==> src/rtl/hsrf_pkg.sv <==
package hsrf_pkg;

    localparam int unsigned CMD_DEPTH = 8;
    localparam int unsigned CMD_IDX_W = $clog2(CMD_DEPTH);

    localparam logic CMD_READ  = 1'b0;
    localparam logic CMD_WRITE = 1'b1;

    // Register window, byte addresses after bits 6-7 are cleared
    localparam logic [23:0] ADDR_CTRL   = 24'ha12000;
    localparam logic [23:0] ADDR_MEMMOD = 24'ha12002;
    localparam logic [23:0] ADDR_STAT   = 24'ha12004;
    localparam logic [23:0] ADDR_VECTOR = 24'ha12006;
    localparam logic [23:0] ADDR_STOPW  = 24'ha1200c;
    localparam logic [23:0] ADDR_FLAGS  = 24'ha1200e;
    localparam logic [23:0] ADDR_CMD_LO = 24'ha12010;
    localparam logic [23:0] ADDR_CMD_HI = 24'ha1201f;
    localparam logic [23:0] ADDR_XFR_LO = 24'ha12020;
    localparam logic [23:0] ADDR_XFR_HI = 24'ha1202f;
    localparam logic [23:0] ADDR_MIRROR = 24'h0000c0;

    localparam logic [7:0]  PROTECT_ALL = 8'hff;
    localparam logic [15:0] STAT_MASK   = 16'hc700;
    localparam logic [15:0] STOPW_MASK  = 16'h0fff;

    typedef struct packed {
        logic        cmd;
        logic        upper;
        logic        lower;
        logic [23:0] address;
        logic [15:0] bus_data;
        logic [3:0]  wram_status;
        logic        irq_pending_in;
        logic        irq_enable_in;
        logic [7:0]  sub_flags;
        logic [15:0] sub_side_word;
    } t_req;

    typedef struct packed {
        logic [15:0] read_data;
        logic        sub_run;
        logic        sub_bus_request;
        logic        sub_reset_pulse;
        logic        irq_raise;
        logic        wram_switch_set;
        logic        wram_request_set;
        logic [1:0]  prog_bank;
        logic [7:0]  prog_protect;
        logic [7:0]  main_flags;
    } t_rsp;

    // One-hot register select from the address decoder
    typedef struct packed {
        logic                 ctrl;
        logic                 memmod;
        logic                 stat;
        logic                 vector;
        logic                 stopw;
        logic                 flags;
        logic                 cmd;
        logic                 xfer;
        logic [CMD_IDX_W-1:0] cmd_idx;
    } t_dec;

endpackage

==> src/rtl/hsrf_req_if.sv <==
interface hsrf_req_if;
    logic            valid;
    logic            ready;
    hsrf_pkg::t_req  data;

    modport source (output valid, output data, input ready);
    modport sink   (input valid, input data, output ready);
endinterface

==> src/rtl/hsrf_rsp_if.sv <==
interface hsrf_rsp_if;
    logic            valid;
    logic            ready;
    hsrf_pkg::t_rsp  data;

    modport source (output valid, output data, input ready);
    modport sink   (input valid, input data, output ready);
endinterface

==> src/rtl/hsrf_cfg_if.sv <==
interface hsrf_cfg_if;
    logic valid;
    logic ready;
    logic data;

    modport source (output valid, output data, input ready);
    modport sink   (input valid, input data, output ready);
endinterface

==> src/rtl/hsrf_decode.sv <==
module hsrf_decode (
    input  logic [23:0]    i_address,
    output hsrf_pkg::t_dec o_dec
);
    import hsrf_pkg::*;

    logic [23:0] addr;

    // Clear bits 6-7 so the upper part of the page mirrors the window
    assign addr = i_address & ~ADDR_MIRROR;

    always_comb begin
        o_dec.ctrl    = (addr == ADDR_CTRL);
        o_dec.memmod  = (addr == ADDR_MEMMOD);
        o_dec.stat    = (addr == ADDR_STAT);
        o_dec.vector  = (addr == ADDR_VECTOR);
        o_dec.stopw   = (addr == ADDR_STOPW);
        o_dec.flags   = (addr == ADDR_FLAGS);
        o_dec.cmd     = (addr >= ADDR_CMD_LO) && (addr <= ADDR_CMD_HI);
        o_dec.xfer    = (addr >= ADDR_XFR_LO) && (addr <= ADDR_XFR_HI);
        // odd addresses alias the even word
        o_dec.cmd_idx = addr[CMD_IDX_W:1];
    end

endmodule

==> src/rtl/host_side_register_file.sv <==
// Host-side register window of a coprocessor gate array.
// i_req carries one 16-bit bus access per word: read or write, byte lanes,
// 24-bit address, write data, and the sub side status used for reads.
// o_rsp returns one word per access: the read value (bus data on writes and
// undecoded addresses), the control pulses caused by a write, and the current
// run, bus request, bank, protect and main flag values.
// i_cfg writes the attach bit; with it clear, reads echo bus data and writes
// change nothing. Write it only while no access is in flight.
// An accepted word is held in the input register, goes through the
// decode and update logic, and lands in the output register once the
// output register is empty or its word is being taken. Throughput is one
// access per cycle while o_rsp is not stalled; the input register and the
// output register each hold a word, so the block keeps taking input while
// one finished word waits. If o_rsp is stalled the output register holds,
// the input register fills, and i_req.ready drops until the receiver takes
// it.
// Reset clears the window registers and command words, sets the attach bit,
// and empties both stages.
module host_side_register_file (
    input  logic i_clk,
    input  logic i_rst_n,
    hsrf_req_if.sink   i_req,
    hsrf_rsp_if.source o_rsp,
    hsrf_cfg_if.sink   i_cfg
);
    import hsrf_pkg::*;

    logic        r_in_valid;
    t_req        r_req;
    logic        r_out_valid;
    t_rsp        r_rsp;
    t_rsp        n_rsp;

    logic        r_attached;
    logic        r_run, n_run;
    logic        r_request, n_request;
    logic [1:0]  r_bank, n_bank;
    logic [7:0]  r_protect, n_protect;
    logic [15:0] r_vector, n_vector;
    logic [7:0]  r_flag, n_flag;
    logic [15:0] r_cmd_words [CMD_DEPTH];
    logic [15:0] n_cmd_word;
    logic        cmd_we;

    t_dec        dec;
    logic        advance;
    logic        process;
    logic        forced;
    logic        is_rd, is_wr;
    logic        wmode, wsel, wsw, wreq, st_b0, st_b1;
    logic [15:0] data;

    hsrf_decode u_decode (
        .i_address (r_req.address),
        .o_dec     (dec)
    );

    assign advance     = !r_out_valid || o_rsp.ready;
    assign process     = r_in_valid && advance;
    assign i_req.ready = !r_in_valid || advance;
    assign i_cfg.ready = 1'b1;
    assign o_rsp.valid = r_out_valid;
    assign o_rsp.data  = r_rsp;

    assign data  = r_req.bus_data;
    assign wmode = r_req.wram_status[0];
    assign wsel  = r_req.wram_status[1];
    assign wsw   = r_req.wram_status[2];
    assign wreq  = r_req.wram_status[3];
    assign st_b0 = wmode ? wsel : !wsw;
    assign st_b1 = wmode ? wreq : wsw;
    assign is_rd = r_attached && (r_req.cmd == CMD_READ);
    assign is_wr = r_attached && (r_req.cmd == CMD_WRITE);

    // Documented forced-reset write: leave run and request alone
    assign forced = r_request && !r_run && (data[1:0] == 2'b00) &&
                    (r_protect == PROTECT_ALL) && (r_bank == 2'b00) && wreq;

    always_comb begin
        n_run      = r_run;
        n_request  = r_request;
        n_bank     = r_bank;
        n_protect  = r_protect;
        n_vector   = r_vector;
        n_flag     = r_flag;
        n_cmd_word = r_cmd_words[dec.cmd_idx];
        cmd_we     = 1'b0;
        n_rsp      = '0;
        n_rsp.read_data = data;

        if (is_rd) begin
            unique if (dec.ctrl) begin
                n_rsp.read_data = {r_req.irq_enable_in, 6'b0, r_req.irq_pending_in,
                                   6'b0, r_request, r_run};
            end else if (dec.memmod) begin
                n_rsp.read_data = {r_protect, r_bank, 3'b0, wmode, st_b1, st_b0};
            end else if (dec.stat) begin
                n_rsp.read_data = r_req.sub_side_word & STAT_MASK;
            end else if (dec.vector) begin
                n_rsp.read_data = r_vector;
            end else if (dec.stopw) begin
                n_rsp.read_data = r_req.sub_side_word & STOPW_MASK;
            end else if (dec.flags) begin
                n_rsp.read_data = {r_flag, r_req.sub_flags};
            end else if (dec.cmd) begin
                n_rsp.read_data = r_cmd_words[dec.cmd_idx];
            end else if (dec.xfer) begin
                n_rsp.read_data = r_req.sub_side_word;
            end else begin
                // undecoded: echo bus data
                n_rsp.read_data = data;
            end
        end else if (is_wr) begin
            unique if (dec.ctrl) begin
                if (r_req.lower && !forced) begin
                    n_rsp.sub_reset_pulse = r_run && !data[0];
                    n_run     = data[0];
                    n_request = data[0] ? data[1] : 1'b1;
                end
                n_rsp.irq_raise = r_req.upper && data[8];
            end else if (dec.memmod) begin
                if (r_req.lower) begin
                    n_rsp.wram_switch_set  = data[1];
                    n_rsp.wram_request_set = !data[1];
                    n_bank = data[7:6];
                end
                if (r_req.upper) begin
                    n_protect = data[15:8];
                end
            end else if (dec.vector) begin
                if (r_req.upper) begin
                    n_vector[15:8] = data[15:8];
                end
                if (r_req.lower) begin
                    n_vector[7:0] = data[7:0];
                end
            end else if (dec.flags) begin
                n_flag = data[15:8];
            end else if (dec.cmd) begin
                cmd_we = r_req.upper || r_req.lower;
                if (r_req.upper) begin
                    n_cmd_word[15:8] = data[15:8];
                end
                if (r_req.lower) begin
                    n_cmd_word[7:0] = data[7:0];
                end
            end else begin
                // drop writes to read-only and undecoded addresses
                cmd_we = 1'b0;
            end
        end

        n_rsp.sub_run         = n_run;
        n_rsp.sub_bus_request = n_request;
        n_rsp.prog_bank       = n_bank;
        n_rsp.prog_protect    = n_protect;
        n_rsp.main_flags      = n_flag;
    end

    always_ff @(posedge i_clk) begin
        if (!i_rst_n) begin
            r_in_valid  <= 1'b0;
            r_out_valid <= 1'b0;
            r_attached  <= 1'b1;
            r_run       <= 1'b0;
            r_request   <= 1'b0;
            r_bank      <= '0;
            r_protect   <= '0;
            r_vector    <= '0;
            r_flag      <= '0;
            for (int i = 0; i < CMD_DEPTH; i++) begin
                r_cmd_words[i] <= '0;
            end
        end else begin
            if (i_cfg.valid) begin
                r_attached <= i_cfg.data;
            end
            if (i_req.ready) begin
                r_in_valid <= i_req.valid;
            end
            if (advance) begin
                r_out_valid <= r_in_valid;
            end
            if (process) begin
                r_run     <= n_run;
                r_request <= n_request;
                r_bank    <= n_bank;
                r_protect <= n_protect;
                r_vector  <= n_vector;
                r_flag    <= n_flag;
                if (cmd_we) begin
                    r_cmd_words[dec.cmd_idx] <= n_cmd_word;
                end
            end
        end
    end

    always_ff @(posedge i_clk) begin
        if (i_req.valid && i_req.ready) begin
            r_req <= i_req.data;
        end
        if (process) begin
            r_rsp <= n_rsp;
        end
    end

    a_reset_pulse_clears_run: assert property (@(posedge i_clk) disable iff (!i_rst_n)
        r_out_valid && r_rsp.sub_reset_pulse |-> !r_rsp.sub_run)
        else $error("reset pulse with run still set");

    a_wram_pulses_exclusive: assert property (@(posedge i_clk) disable iff (!i_rst_n)
        !(n_rsp.wram_switch_set && n_rsp.wram_request_set))
        else $error("switch and request set together");

    a_read_keeps_state: assert property (@(posedge i_clk) disable iff (!i_rst_n)
        process && (r_req.cmd == CMD_READ) |=>
            $stable(r_flag) && $stable(r_protect) && $stable(r_vector) && $stable(r_run))
        else $error("read changed register state");

    a_run_rises_on_write: assert property (@(posedge i_clk) disable iff (!i_rst_n)
        $rose(r_run) |-> $past(process && is_wr && dec.ctrl))
        else $error("run set without a control write");

    a_run_clear_requests: assert property (@(posedge i_clk) disable iff (!i_rst_n)
        process && is_wr && dec.ctrl && r_req.lower && !forced && !data[0] |=> r_request)
        else $error("run cleared without bus request");

endmodule

==> src/flat_wrapper.sv <==
// flat-port wrapper written by rule: the top's interface ports become plain ports
module host_side_register_file_flat import hsrf_pkg::*;
  (i_clk, i_rst_n, i_req_valid, i_req_data, i_req_ready, o_rsp_valid, o_rsp_data, o_rsp_ready, i_cfg_valid, i_cfg_data, i_cfg_ready);
  hsrf_req_if i_req_i ();
  hsrf_rsp_if o_rsp_i ();
  hsrf_cfg_if i_cfg_i ();
  input  logic i_clk;
  input  logic i_rst_n;
  input wire logic [$bits(i_req_i.valid)-1:0] i_req_valid;
  input wire logic [$bits(i_req_i.data)-1:0] i_req_data;
  output wire logic [$bits(i_req_i.ready)-1:0] i_req_ready;
  output wire logic [$bits(o_rsp_i.valid)-1:0] o_rsp_valid;
  output wire logic [$bits(o_rsp_i.data)-1:0] o_rsp_data;
  input wire logic [$bits(o_rsp_i.ready)-1:0] o_rsp_ready;
  input wire logic [$bits(i_cfg_i.valid)-1:0] i_cfg_valid;
  input wire logic [$bits(i_cfg_i.data)-1:0] i_cfg_data;
  output wire logic [$bits(i_cfg_i.ready)-1:0] i_cfg_ready;
  assign i_req_i.valid = i_req_valid;
  assign i_req_i.data = i_req_data;
  assign i_req_ready = i_req_i.ready;
  assign o_rsp_valid = o_rsp_i.valid;
  assign o_rsp_data = o_rsp_i.data;
  assign o_rsp_i.ready = o_rsp_ready;
  assign i_cfg_i.valid = i_cfg_valid;
  assign i_cfg_i.data = i_cfg_data;
  assign i_cfg_ready = i_cfg_i.ready;
  host_side_register_file u_core (.i_clk(i_clk), .i_rst_n(i_rst_n), .i_req(i_req_i), .o_rsp(o_rsp_i), .i_cfg(i_cfg_i));
endmodule
==> config.mk <==
export PLATFORM = sky130hd
export DESIGN_NAME = host_side_register_file_flat
export DESIGN_NICKNAME = d
export VERILOG_FILES = /design/src/rtl/hsrf_pkg.sv /design/src/rtl/hsrf_req_if.sv /design/src/rtl/hsrf_rsp_if.sv /design/src/rtl/hsrf_cfg_if.sv /design/src/rtl/hsrf_decode.sv /design/src/rtl/host_side_register_file.sv /design/src/flat_wrapper.sv
export SDC_FILE = /design/constraint.sdc
export NUM_CORES = 1
export LEC_CHECK = 0
export BUFFER_PORTS_ARGS = -buffer_cell sky130_fd_sc_hd__buf_2
export CAP_MARGIN = 20
export CORE_ASPECT_RATIO = 0.75
export CORE_MARGIN = 2
export CORE_UTILIZATION = 51
export CTS_BUF_LIST = sky130_fd_sc_hd__clkbuf_8 sky130_fd_sc_hd__clkbuf_16
export CTS_CLUSTER_SIZE = 40
export DETAILED_ROUTE_END_ITERATION = 6
export GPL_ROUTABILITY_DRIVEN = 0
export PLACE_DENSITY = 0.67
export SETUP_SLACK_MARGIN = 0.05
export SYNTH_ARGS = -nofsm -noshare
export SYNTH_HDL_FRONTEND = slang
export SYNTH_SLANG_ARGS = --single-unit
==> constraint.sdc <==
create_clock -name i_clk -period 5.69 [get_ports i_clk]
set_input_delay 1.707 -clock i_clk [delete_from_list [all_inputs] [get_ports i_clk]]
set_output_delay 1.707 -clock i_clk [all_outputs]
set_load 0.1 [all_outputs]
Yosys cells after proc, flatten, opt, wreduce, memory -nomap -nowiden
Memories as Yosys holds them, arrays and structs flattened. A register that Yosys moved wholly into a read port is not among the register bits.
Index checks and enable logic that the tools add are counted.

word-level totals
  memory bits (read-only) = 0
  memories kept = 1
  memory bits (writable) = 128
  register bits = 152
  latch bits = 0
  logic and storage cells = 142
  output and inout port bits = 43
  input bits = 79

memory list
  name                words  bits a word  read ports  clocked after memory_dff  wr ports  RTL line                       source
  u_core.r_cmd_words  8      16           1           1                         8         host_side_register_file.sv:41  logic [15:0] r_cmd_words [CMD_DEPTH];

cells by class
  add/sub/neg operators = 0
  reduce and logical (&&, ||, !) cells = 32
  shifts and indexed selects = 0
  $lt $le $gt $ge = 4
  div/mod/pow operators = 0
  $mul = 0
  equality and inequality tests = 7
  muxes and demuxes = 61
  bitwise logic cells = 7

operator list
  kind                                                     number
  16-bit two-way mux                                       17
  22-bit == test (second input constant)                   6
  8-bit two-way mux                                        13
  24-bit >= comparator (second input constant)             2
  24-bit less-or-equal comparator (second input constant)  2
  1-bit two-way mux                                        24
  16-bit OR reduction                                      1
  1-bit logical AND                                        14
  7-bit AND reduction                                      2
  2-bit two-way mux                                        5
  8-bit == test (second input constant)                    1
  1-bit zero test                                          7
  1-bit NOT                                                7
  3-bit two-way mux                                        2
  5-bit OR reduction                                       1
  2-bit zero test                                          2
  4-bit OR reduction                                       1
  1-bit logical OR                                         3
  3-bit OR reduction                                       1

Depth between registers and ports, before layout
  depth after elaboration = 15
  gate-level depth with buffers = 9
  mapped depth without buffers = 7

Hierarchy
A second synthesis with hierarchy kept.

unflattened totals
  cells, all modules = 935
  area total of the unflattened synthesis = 12539.5 um^2

modules (own cells, without submodules)
  module                   times used  cells each  area each (um^2)
  host_side_register_file  1           912         12314.3
  hsrf_decode              1           23          225.2

Least setup slack after synthesis
No wires, ideal clock.

  path kind = in2reg
  start = input o_rsp_ready
  end = register u_core.r_req (netlist bit u_core.data[0]), enable pin
  slack = 1.141 ns
  arrival time = 4.124 ns
  cell stages on the path = 4
  path buffers = 0
  cell sequence = nor2b_1 -> nand2_1 -> nand2_1 -> inv_1

between the ends
  word-level cells in the longest chain between the ends = 3

ends and longest elaborated chain
  item                    RTL line                        source
  start: declaration      flat_wrapper.sv:14              input wire logic [$bits(o_rsp_i.ready)-1:0] o_rsp_ready;
  1-bit logical OR        host_side_register_file.sv:58   assign advance = !r_out_valid || o_rsp.ready;
  1-bit logical OR        host_side_register_file.sv:60   assign i_req.ready = !r_in_valid || advance;
  net i_req_ready         flat_wrapper.sv:11              output wire logic [$bits(i_req_i.ready)-1:0] i_req_ready;
  1-bit logical AND       host_side_register_file.sv:199  if (i_req.valid && i_req.ready) begin
  end signal: assignment  host_side_register_file.sv:200  r_req <= i_req.data;
  end: declaration        host_side_register_file.sv:29   t_req r_req;

The timed path passes the listed nets, and every way through them passes these cells.
A chain may end at the register's enable or synchronous reset.

Worst setup path after layout
  start = input o_rsp_ready
  end = output i_req_ready

between the ends
  word-level cells in the longest chain between the ends = 2

ends and longest elaborated chain
  item              RTL line
  1-bit logical OR  host_side_register_file.sv:58
  1-bit logical OR  host_side_register_file.sv:60
  end: declaration  flat_wrapper.sv:11

Every way passes these cells.

==> flow_metrics.env <==
export IMPL_ys_flop_type="edfxtp_1"
export IMPL_avgSynthCellArea_um2=13.1
export IMPL_postCtsSetupBuffers=0
export IMPL_drv_cap=0
export IMPL_grt_busiest_layer="met1"
export IMPL_crit_fanout=4
export IMPL_power_density_mw_per_mm2=317
export IMPL_num_vias=8177
export IMPL_track_usage_pct=23.7
export IMPL_yosys_top_cells_area="edfxtp_1 (57%), dfxtp_1 (6.7%), mux4_2 (5.8%), nor2_1 (4.7%), mux2i_1 (4.6%)"
export IMPL_ys_types=61
export IMPL_die_y_um=140
export IMPL_io_pins=122
export IMPL_port_buffers=118
export IMPL_worst_pin_slew_ns=0.945
export IMPL_hold_buffers=0
export IMPL_drive_gt1_share_pct=25.7
export IMPL_cts_buffers=27
export IMPL_cp_start_kind="primary input"
export IMPL_overflow=0
export IMPL_die_area_mm2=0.0258
export IMPL_wl_per_cell_um=21.3
export IMPL_cts_resized=0
export IMPL_clock_sinks=281
export IMPL_min_period_over_period_pct=72.5
export IMPL_layout_commonest_cell="edfxtp_1"
export IMPL_hold_viol_final=0
export IMPL_diodes=0
export IMPL_setup_violations=0
export IMPL_drt_iter0_drc=898
export IMPL_final_cell_mix="edfxtp_1 (239), nor2_1 (158), buf_2 (118)"
export IMPL_cp_arrival_ns=2.42
export IMPL_slew_violations=0
export IMPL_firstDrtPassIters=6
export IMPL_die_w_um=185
export IMPL_fp_row_count=49
export IMPL_nFillCells=1907
export IMPL_antenna_found_initial=0
export IMPL_setup_tns_ns=0
export IMPL_synth_top_cell_area_share_pct=57.5
export IMPL_fin_cells=1410
export IMPL_clock_path_buffers=3
export IMPL_grt_use_met2_pct=35.2
export IMPL_worst_hold_path_type="reg2reg"
export IMPL_area_growth_pct=13.6
export IMPL_ir_drop_v=0.000228
export IMPL_ant_nets=0
export IMPL_whs_ns=0.467
export IMPL_max_freq_ghz=0.242
export IMPL_htreeDepth=1
export IMPL_cts_tree="yes"
export IMPL_grt_met3_usage_pct=3.74
export IMPL_drcViolationCount=0
export IMPL_met1_usage_pct=36.4
export IMPL_finalWirelength_um=30100
export IMPL_grt_pass1_wl_um=46200
export IMPL_syn_cell_area_mm2=0.0125
export IMPL_viasPerCell=5.80
export IMPL_synthCells=951
export IMPL_fin_total_pwr_mw=4.50
export IMPL_clockRootBuffer="clkbuf_16"
export IMPL_yosysWarnings=0
export IMPL_final_area_mm2=0.0142
export IMPL_dp_hpwl_um=19900
export IMPL_core_area_mm2=0.0240
export IMPL_async_flop_share_pct=0
export IMPL_synth_nets=1030
export IMPL_min_period_ns=4.13
export IMPL_status="complete, no violations"
export IMPL_clk_insertion_delay_late_ns=0.53
export IMPL_grt_start_max_net_pins=52
export IMPL_grt_pass1_vias=7986
export IMPL_synth_seq_area_share_pct=64.2
export IMPL_nets=1138
export IMPL_start_util_pct=52.0
export IMPL_endpoint_kind="primary output"
export IMPL_place_area_mm2=0.0134
export IMPL_clock_skew_ns=0.0167
export IMPL_placed_cells=1361
export IMPL_clk_pin_slew_ns=0.06
export IMPL_synth_top_area_cell="edfxtp_1"
export IMPL_required_ns=3.98
export IMPL_path_class="in2out"
export IMPL_relSlewSlack_pct=36.5
export IMPL_p_leak_nw=5.18
export IMPL_rsz0062_at_grt="false"
export IMPL_ys_seq_elements=281
export IMPL_synth_edf_count=239
## metrics by stage
step                utilization (%)  setup WS, ns
floorplan                         -          1.14
global route                   59.0          1.50
global placement               55.6          1.42
detailed placement             55.6          1.37
CTS                            59.0          1.56
finish                         59.0          1.56
## final timing paths
check	endpoint	cells past startpoint	startpoint	slack, ns
hold reg to reg	u_core.r_vector[4]	2	u_core.r_vector[4]	0.47
hold / removal	u_core.r_vector[4]	2	u_core.r_vector[4]	0.47
setup reg to reg	u_core.o_rsp.data[5]	6	u_core.r_req[51]	2.24
setup / recovery	i_req_ready	4	o_rsp_ready	1.56
## per-layer routing
layer  routed length (µm)  up-vias
met1                13600     3950
met2                13100      426
li1                     -     3750
met4                  765        0
met3                 2620       51
met5                    0        -
## flip-flops by register name (all words and copies together) (netlist names), named ones only
name,flops
u_core.r_cmd_words,128
u_core.r_req,55
u_core.o_rsp.data,40
u_core.data,16
u_core.r_vector,16
u_core.r_flag,8
u_core.r_protect,8
u_core.r_bank,2
u_core.o_rsp.valid,1
u_core.r_attached,1
u_core.r_in_valid,1
u_core.r_request,1
u_core.r_run,1
## cells by family (layout without fill, tap and decap cells)
group / count (synthesis) / in the layout / share of synthesized area [%]
AO/OA/AOI/OAI: 115 / 115 / 6.20
buffers and inverters: 56 / 184 / 2.05
flip-flops: 281 / 281 / 64.2
multiplexers: 124 / 124 / 13.5
other: 1 / 1 / 0.0300
AND/OR/NAND/NOR: 374 / 374 / 14.0
## Yosys cell counts (13+ instances only)
library cell / number
nor2b_1: 14
mux2_2: 34
nor3_1: 14
mux2i_1: 58
o21ai_0: 29
nor2_1: 158
clkbuf_1: 19
a21oi_1: 18
nand3_1: 25
o21ai_2: 13
nand2_1: 102
mux4_2: 32
a21boi_0: 24
buf_2: 25
edfxtp_1: 239
dfxtp_1: 42
## where the power goes
| part | internal, mW | switching, mW | total [mW] | leakage [nW] |
|---|---|---|---|---|
| logic | 0.130 | 0.303 | 0.433 | 2.02 |
| registers | 2.32 | 0.0652 | 2.38 | 2.72 |
| clock network | 0.946 | 0.736 | 1.68 | 0.446 |
| total | 3.39 | 1.10 | 4.50 | 5.18 |
## cell type report
type	count	area (µm²)	share of cell area, %
inverters	2	7.51	0.0529
repair buffers	133	703	4.96
multi-input cells	614	4220	29.8
flip-flops and latches	281	8020	56.5
clock inverters	22	144	1.01
clock buffers	27	676	4.76
well taps	331	414	2.92
## worst max-delay path, stage by stage
cell     delay (ns)
buf_2          0.09
nor2b_1        0.21
nand2_1        0.10
buf_2          0.30
No activity file was read; power rests on OpenSTA's default activity.
